--- src/sv/ttb_pkg.sv ---
`timescale 1ns / 1ps
// ----------------------------------------------------------------------------
// ttb_pkg
// Shared types and constants of the triangle tangent/bitangent block.
// ----------------------------------------------------------------------------
package ttb_pkg;

  // Default field widths
  localparam int COORD_WIDTH_DEF = 24;
  localparam int UV_WIDTH_DEF    = 16;

  // Output format: Q1.14, unit length is 1.0
  localparam int OUT_W   = 16;
  localparam int FRAC_SH = 14;
  localparam int ONE_Q14 = 16384;

  // Normalization: the largest magnitude is brought into [2^29, 2^30)
  localparam int NMAG_W = 30;

  // Square root and divider widths
  localparam int SUM_W = 64;
  localparam int DIV_W = 46;
  localparam int Q_W   = 15;
  localparam logic [SUM_W-1:0] SQRT_TOP = {2'b01, {(SUM_W-2){1'b0}}};

  // Sequencer step counts
  localparam int STEP_W     = 5;
  localparam int MUL_STEPS  = 14;
  localparam int SQ_STEPS   = 3;
  localparam int SQRT_STEPS = 32;
  localparam int DIV_STEPS  = 15;

  // Datapath operations
  typedef enum logic [4:0] {
    OP_NONE,
    OP_STORE,
    OP_LOAD3,
    OP_MUL,
    OP_ACC,
    OP_DEGEN,
    OP_NLOAD,
    OP_SHR,
    OP_SHL,
    OP_ZERO,
    OP_SQ,
    OP_SQACC,
    OP_SQRT_INIT,
    OP_SQRT_STEP,
    OP_DIV_INIT,
    OP_DIV_STEP,
    OP_DIV_STORE,
    OP_PUBLISH
  } ttb_op_e;

  // Controller states
  typedef enum logic [3:0] {
    ST_IDLE,
    ST_MUL,
    ST_MACC,
    ST_DEGEN,
    ST_NLOAD,
    ST_NORM,
    ST_SQ,
    ST_SQACC,
    ST_SQRT_INIT,
    ST_SQRT,
    ST_DIV_INIT,
    ST_DIV,
    ST_DIV_STORE,
    ST_PUBLISH
  } ttb_state_e;

  typedef struct packed {
    ttb_op_e           op;
    logic [STEP_W-1:0] idx;
    logic              vsel;
  } ttb_cmd_t;

  typedef struct packed {
    logic det_zero;
    logic mag_zero;
    logic mag_big;
    logic mag_small;
  } ttb_stat_t;

endpackage

--- src/sv/ttb_ctrl.sv ---
`timescale 1ns / 1ps
// ----------------------------------------------------------------------------
// ttb_ctrl
// Sequencer: counts corners, steps the shared multiplier, the square root
// and the divider, and owns both handshakes.
// ----------------------------------------------------------------------------
module ttb_ctrl (
  input  logic               clk_i,
  input  logic               rst_ni,
  input  logic               in_valid_i,
  output logic               in_stall_o,
  output logic               out_valid_o,
  input  logic               out_stall_i,
  input  ttb_pkg::ttb_stat_t stat_i,
  output ttb_pkg::ttb_cmd_t  cmd_o
);
  import ttb_pkg::*;

  ttb_state_e        st_q, st_d;
  logic [STEP_W-1:0] step_q, step_d;
  logic [1:0]        comp_q, comp_d;
  logic              vsel_q, vsel_d;
  logic [1:0]        cnt_q, cnt_d;
  logic              ovld_q, ovld_d;
  logic              in_fire;
  logic              out_free;

  assign in_fire  = in_valid_i && (st_q == ST_IDLE);
  assign out_free = !ovld_q || !out_stall_i;

  // Next state
  always_comb begin
    st_d   = st_q;
    step_d = step_q;
    comp_d = comp_q;
    vsel_d = vsel_q;
    cnt_d  = cnt_q;
    ovld_d = ovld_q && out_stall_i;
    unique case (st_q)
      ST_IDLE: begin
        if (in_fire) begin
          if (cnt_q == 2'd2) begin
            cnt_d  = 2'd0;
            step_d = '0;
            st_d   = ST_MUL;
          end else begin
            cnt_d = cnt_q + 2'd1;
          end
        end
      end
      ST_MUL: st_d = ST_MACC;
      ST_MACC: begin
        if (step_q == STEP_W'(MUL_STEPS - 1)) begin
          vsel_d = 1'b0;
          st_d   = stat_i.det_zero ? ST_DEGEN : ST_NLOAD;
        end else begin
          step_d = step_q + 1'b1;
          st_d   = ST_MUL;
        end
      end
      ST_DEGEN: st_d = ST_PUBLISH;
      ST_NLOAD: st_d = ST_NORM;
      ST_NORM: begin
        if (stat_i.mag_zero) begin
          vsel_d = 1'b1;
          st_d   = vsel_q ? ST_PUBLISH : ST_NLOAD;
        end else if (!stat_i.mag_big && !stat_i.mag_small) begin
          step_d = '0;
          st_d   = ST_SQ;
        end
      end
      ST_SQ: st_d = ST_SQACC;
      ST_SQACC: begin
        if (step_q == STEP_W'(SQ_STEPS - 1)) begin
          st_d = ST_SQRT_INIT;
        end else begin
          step_d = step_q + 1'b1;
          st_d   = ST_SQ;
        end
      end
      ST_SQRT_INIT: begin
        step_d = '0;
        st_d   = ST_SQRT;
      end
      ST_SQRT: begin
        if (step_q == STEP_W'(SQRT_STEPS - 1)) begin
          comp_d = 2'd0;
          st_d   = ST_DIV_INIT;
        end else begin
          step_d = step_q + 1'b1;
        end
      end
      ST_DIV_INIT: begin
        step_d = '0;
        st_d   = ST_DIV;
      end
      ST_DIV: begin
        if (step_q == STEP_W'(DIV_STEPS - 1)) begin
          st_d = ST_DIV_STORE;
        end else begin
          step_d = step_q + 1'b1;
        end
      end
      ST_DIV_STORE: begin
        if (comp_q == 2'd2) begin
          vsel_d = 1'b1;
          st_d   = vsel_q ? ST_PUBLISH : ST_NLOAD;
        end else begin
          comp_d = comp_q + 2'd1;
          st_d   = ST_DIV_INIT;
        end
      end
      ST_PUBLISH: begin
        if (out_free) begin
          ovld_d = 1'b1;
          st_d   = ST_IDLE;
        end
      end
      default: st_d = ST_IDLE;
    endcase
  end

  // Command outputs
  always_comb begin
    cmd_o.op   = OP_NONE;
    cmd_o.idx  = step_q;
    cmd_o.vsel = vsel_q;
    unique case (st_q)
      ST_IDLE: begin
        cmd_o.idx = {{(STEP_W-1){1'b0}}, cnt_q[0]};
        if (in_fire) begin
          cmd_o.op = (cnt_q == 2'd2) ? OP_LOAD3 : OP_STORE;
        end
      end
      ST_MUL:       cmd_o.op = OP_MUL;
      ST_MACC:      cmd_o.op = OP_ACC;
      ST_DEGEN:     cmd_o.op = OP_DEGEN;
      ST_NLOAD:     cmd_o.op = OP_NLOAD;
      ST_NORM: begin
        if (stat_i.mag_zero) begin
          cmd_o.op = OP_ZERO;
        end else if (stat_i.mag_big) begin
          cmd_o.op = OP_SHR;
        end else if (stat_i.mag_small) begin
          cmd_o.op = OP_SHL;
        end
      end
      ST_SQ:        cmd_o.op = OP_SQ;
      ST_SQACC:     cmd_o.op = OP_SQACC;
      ST_SQRT_INIT: cmd_o.op = OP_SQRT_INIT;
      ST_SQRT:      cmd_o.op = OP_SQRT_STEP;
      ST_DIV_INIT: begin
        cmd_o.op  = OP_DIV_INIT;
        cmd_o.idx = {{(STEP_W-2){1'b0}}, comp_q};
      end
      ST_DIV:       cmd_o.op = OP_DIV_STEP;
      ST_DIV_STORE: begin
        cmd_o.op  = OP_DIV_STORE;
        cmd_o.idx = {{(STEP_W-2){1'b0}}, comp_q};
      end
      ST_PUBLISH: begin
        if (out_free) begin
          cmd_o.op = OP_PUBLISH;
        end
      end
      default: cmd_o.op = OP_NONE;
    endcase
  end

  assign in_stall_o  = (st_q != ST_IDLE);
  assign out_valid_o = ovld_q;

  // State registers
  always_ff @(posedge clk_i or negedge rst_ni) begin
    if (!rst_ni) begin
      st_q   <= ST_IDLE;
      step_q <= '0;
      comp_q <= '0;
      vsel_q <= 1'b0;
      cnt_q  <= '0;
      ovld_q <= 1'b0;
    end else begin
      st_q   <= st_d;
      step_q <= step_d;
      comp_q <= comp_d;
      vsel_q <= vsel_d;
      cnt_q  <= cnt_d;
      ovld_q <= ovld_d;
    end
  end

endmodule

--- config.mk ---
export PLATFORM = sky130hd
export DESIGN_NAME = ttb_ctrl
export DESIGN_NICKNAME = d
export VERILOG_FILES = /design/src/sv/ttb_pkg.sv /design/src/sv/ttb_ctrl.sv
export SDC_FILE = /design/constraint.sdc
export NUM_CORES = 1
export LEC_CHECK = 0
export ABC_AREA = 1
export BUFFER_PORTS_ARGS = -buffer_cell sky130_fd_sc_hd__buf_2
export CAP_MARGIN = 0
export CORE_MARGIN = 10
export CORE_UTILIZATION = 42
export DETAILED_ROUTE_END_ITERATION = 10
export RECOVER_POWER = 25
export SLEW_MARGIN = 20
export SYNTH_ARGS = -nofsm -noshare
export SYNTH_HDL_FRONTEND = slang
export SYNTH_SLANG_ARGS = --single-unit
--- constraint.sdc ---
create_clock -name clk_i -period 1.85 [get_ports clk_i]
set_input_delay 0.185 -clock clk_i [delete_from_list [all_inputs] [get_ports clk_i]]
set_output_delay 0.185 -clock clk_i [all_outputs]
set_load 0.02 [all_outputs]
==> impl_metrics.sql <==
INSERT INTO impl_metrics (metric_group, metric, value, unit) VALUES
('status', 'status', 'finished clean', ''),
('power', 'worst_ir_drop_vdd', '678', 'uV'),
('floorplan', 'overall_die_area', '0.00633', 'sq mm'),
('hold_path', 'class_of_the_worst_hold_path', 'primary input to register', ''),
('worst_setup_path', 'setup.worst_path.end_class', 'primary output', ''),
('worst_setup_path', 'start_kind', 'register', ''),
('place', 'port-buffer-count', '20', ''),
('clocking', 'path_clk_slew', '0.10', 'ns'),
('floorplan', 'die_w', '79.6', 'um'),
('layout', 'finalCoreUtilization', '57.1', '%'),
('timing', 'post-route-period-util', '97.9', '%'),
('run', 'cap_violations', '0', ''),
('synthesis', 'ys_dominant_reg_cell', 'dfrtp_1', ''),
('power', 'pwr_density_cell', '1480', 'mW/mm^2'),
('synthesis', 'synth-seq-area-share', '25.2', '%'),
('layout', 'diodes', '0', ''),
('grt', 'initial_antenna_violation_count', '0', ''),
('routing', 'drt_first_pass_iters', '4', ''),
('layout', 'postLayoutCellArea', '0.00194', 'sq mm'),
('synthesis', 'yosys.area_share.adder', '4.19', '%'),
('place', 'placed_cells', '303', ''),
('floorplan', 'rows', '21', ''),
('synthesis', 'postSynthNetCount', '250', ''),
('timing', 'relSlewSlack', '42.7', '%'),
('clocking', 'cts_inserted_buffers', '3', ''),
('timing', 'grt_setup_unrepaired', 'true', ''),
('grt', 'maximum_number_of_pins_on_one_net_before_global_route_repair', '16', ''),
('synthesis', 'synth_enable_flop_cells', '0', ''),
('grt', 'global_route.usage.total', '13.5', '%'),
('timing', 'clock-skew-final', '0.00543', 'ns'),
('synthesis', 'synthesized_area_fraction_occupied_by_and_or_nand_nor_cells', '48.6', '%'),
('synthesis', 'yosys.area_share.xor_xnor', '0.587', '%'),
('timing', 'hold_viol', '0', ''),
('synthesis', 'synth_top_family_by_area', 'simple AND/OR/NAND/NOR gates', ''),
('synthesis', 'post_synth_instance_area', '0.00149', 'sq mm'),
('synthesis', 'average_footprint_of_a_synthesized_cell', '6.29', 'sq um'),
('synthesis', 'ys_ff_latch', '15', ''),
('routing', 'route.detailed.wl_per_inst', '13.6', 'um'),
('clocking', 'max-clock-path-buffers', '2', ''),
('worst_setup_path', 'critical_path_peak_fanout', '6', ''),
('synthesis', 'yosys-top-cells-area', 'dfrtp_1 25%, nand2_1 19%, nor2_1 7.8%, inv_1 7.0%, nand3_1 5.0%', ''),
('timing', 'final-setup-viol-count', '0', ''),
('routing', 'drt-vias-per-instance', '5.15', ''),
('routing', 'final_antenna_net_count', '0', ''),
('grt', 'grt_residual_overflow', '0', ''),
('place', 'gp_congestion', '0.910', ''),
('place', 'post_dp_area', '0.00165', 'sq mm'),
('synthesis', 'postSynthCellCount', '237', ''),
('synthesis', 'synth.mux.area_fraction', '0', '%'),
('synthesis', 'netlist.area_leader.share', '25.2', '%'),
('grt', 'grt_pass1_vias', '1475', ''),
('layout', 'area.growth.synth_to_final', '29.9', '%'),
('floorplan', 'core-area', '0.00339', 'sq mm'),
('place', 'post-place-ws', '0.132', 'ns'),
('routing', 'vias', '1663', ''),
('clocking', 'clk_latency', '0.29', 'ns'),
('floorplan', 'die_h', '79.6', 'um'),
('synthesis', 'synth_largest_area_cell', 'dfrtp_1', ''),
('layout', 'number_of_nets_in_the_layout', '291', ''),
('clocking', 'cts_tree', 'yes', ''),
('clocking', 'htree_levels', '1', ''),
('timing', 'setup_ws', '0.0382', 'ns'),
('routing', 'route.final.wire_length', '4400', 'um'),
('synthesis', 'synth_compound_area_share', '10.2', '%'),
('worst_setup_path', 'timing_worst_setup_path_type', 'register to primary output', ''),
('floorplan', 'initial_utilization', '44.0', '%'),
('timing', 'fmax', '552', 'MHz'),
('layout', 'post_layout_nonfiller_instances', '323', ''),
('worst_setup_path', 'crit_required', '1.66', 'ns'),
('synthesis', 'ys_async_sr_fraction', '100', '%'),
('grt', 'global_route_wire_length_before_repair', '6910', 'um');
[registers in the layout, summed over array words and instances, names as in the netlist]
| register | flops |
|---|---|
| out_valid_o | 1 |
| comp_q | 2 |
| step_q | 5 |
| st_q | 4 |
| cnt_q | 2 |
| vsel_q | 1 |
[path summary, 6_finish.rpt]
kind / from / endpoint / slack (ns) / cells past startpoint
min in group asynchronous: rst_ni / cnt_q[1]$_DFFE_PN0P_ / 0.51 / 2
setup reg to reg: step_q[0]$_DFFE_PN0P_ / step_q[1]$_DFFE_PN0P_ / 0.15 / 10
hold / removal: out_stall_i / out_valid_o$_DFF_PN0_ / 0.13 / 3
hold reg to reg: cnt_q[0]$_DFFE_PN0P_ / cnt_q[1]$_DFFE_PN0P_ / 0.52 / 2
max in group asynchronous: rst_ni / st_q[0]$_DFFE_PN0P_ / 0.75 / 2
setup / recovery: st_q[3]$_DFFE_PN0P_ / cmd_o[7] / 0.04 / 6
[cell families (layout without fill, tap and decap cells)]
kind of cell | Yosys count | after routing
simple gates | 153 | 153
fa+ha+maj | 5 | 5
flops | 15 | 15
xor+xnor | 1 | 1
compound gates | 24 | 24
buf+inv | 39 | 79
[synthesized netlist by cell type, types with 2 or more instances]
library cell and instances:
nand4_1 7, nand2_2 6, nor2_2 7, nand3_2 5
dfrtp_1 15, nor2_4 4, o21a_1 2, o22ai_1 3
inv_1 28, nor2_1 31, a21oi_1 3, o21ai_0 8
ha_1 5, nand2_1 75, buf_4 3, inv_2 5
nand3_1 15
[where the power goes]
group,switching [uW],internal (uW)
combinational,1290,829
sequential,134,426
clock,112,80.5
total,1540,1340
[through the flow]
stage          TNS, ns  hold slack [ns]
2_1_floorplan        0           -0.111
6_report             0            0.132
3_5_place_dp         0            0.117
4_1_cts        -0.0131            0.123
5_1_grt         -0.186            0.158
3_3_place_gp         0            0.118
[routing by layer]
metal / track usage, % / routed length, um / vias up
met5: 0 / 0 / -
met1: 17.5 / 1860 / 752
met3: 4.17 / 349 / 12
li1: - / - / 835
met4: 4.84 / 101 / 0
met2: 20.6 / 2090 / 64
[cell usage in the layout, fill, tap and decap left out, types with 2 or more instances in the layout]
cell type  instances
inv_4              2
ha_1               5
o21ai_1            2
dfrtp_1            9
buf_4             25
nor2_2             6
o21a_1             2
dfrtp_2            6
nand4_1            7
o22ai_2            2
nand2_2           10
inv_2              6
buf_2             11
buf_6              3
nand3_1           12
inv_1             26
nor2_1            27
nor2_4             9
o21ai_0            7
nand2_1           70
a21oi_1            3
clkbuf_4           3
nand3_2            8
[timing repair]
| action | CTS | global route |
|---|---|---|
| resized for setup | 9 | 35 |
| hold endpoints to repair | 15 | 0 |
| endpoints found under the setup margin | 8 | 14 |
| pin swaps | 2 | 10 |
| hold buffers | 1 | 0 |
| cloned | 0 | 0 |
| buffers inserted | 2 | 13 |
[worst max-delay path, stage by stage, from the launching register on]
cell and delay, ns:
dfrtp_2 0.49, buf_6 0.15, nor2_4 0.19, nand3_2 0.11, o21a_1 0.22, nand3_2 0.07, buf_6 0.11
[final cells by class]
class,count,area [sq um],share of cell area [%]
flip-flops and latches,15,383,19.8
repair buffers,41,290,15.0
clock inverters,1,5.00,0.258
multi-input cells,183,1050,54.0
well taps,46,57.6,2.97
clock buffers,3,22.5,1.16
inverters,34,133,6.85
(Power assumes the default switching activity.)
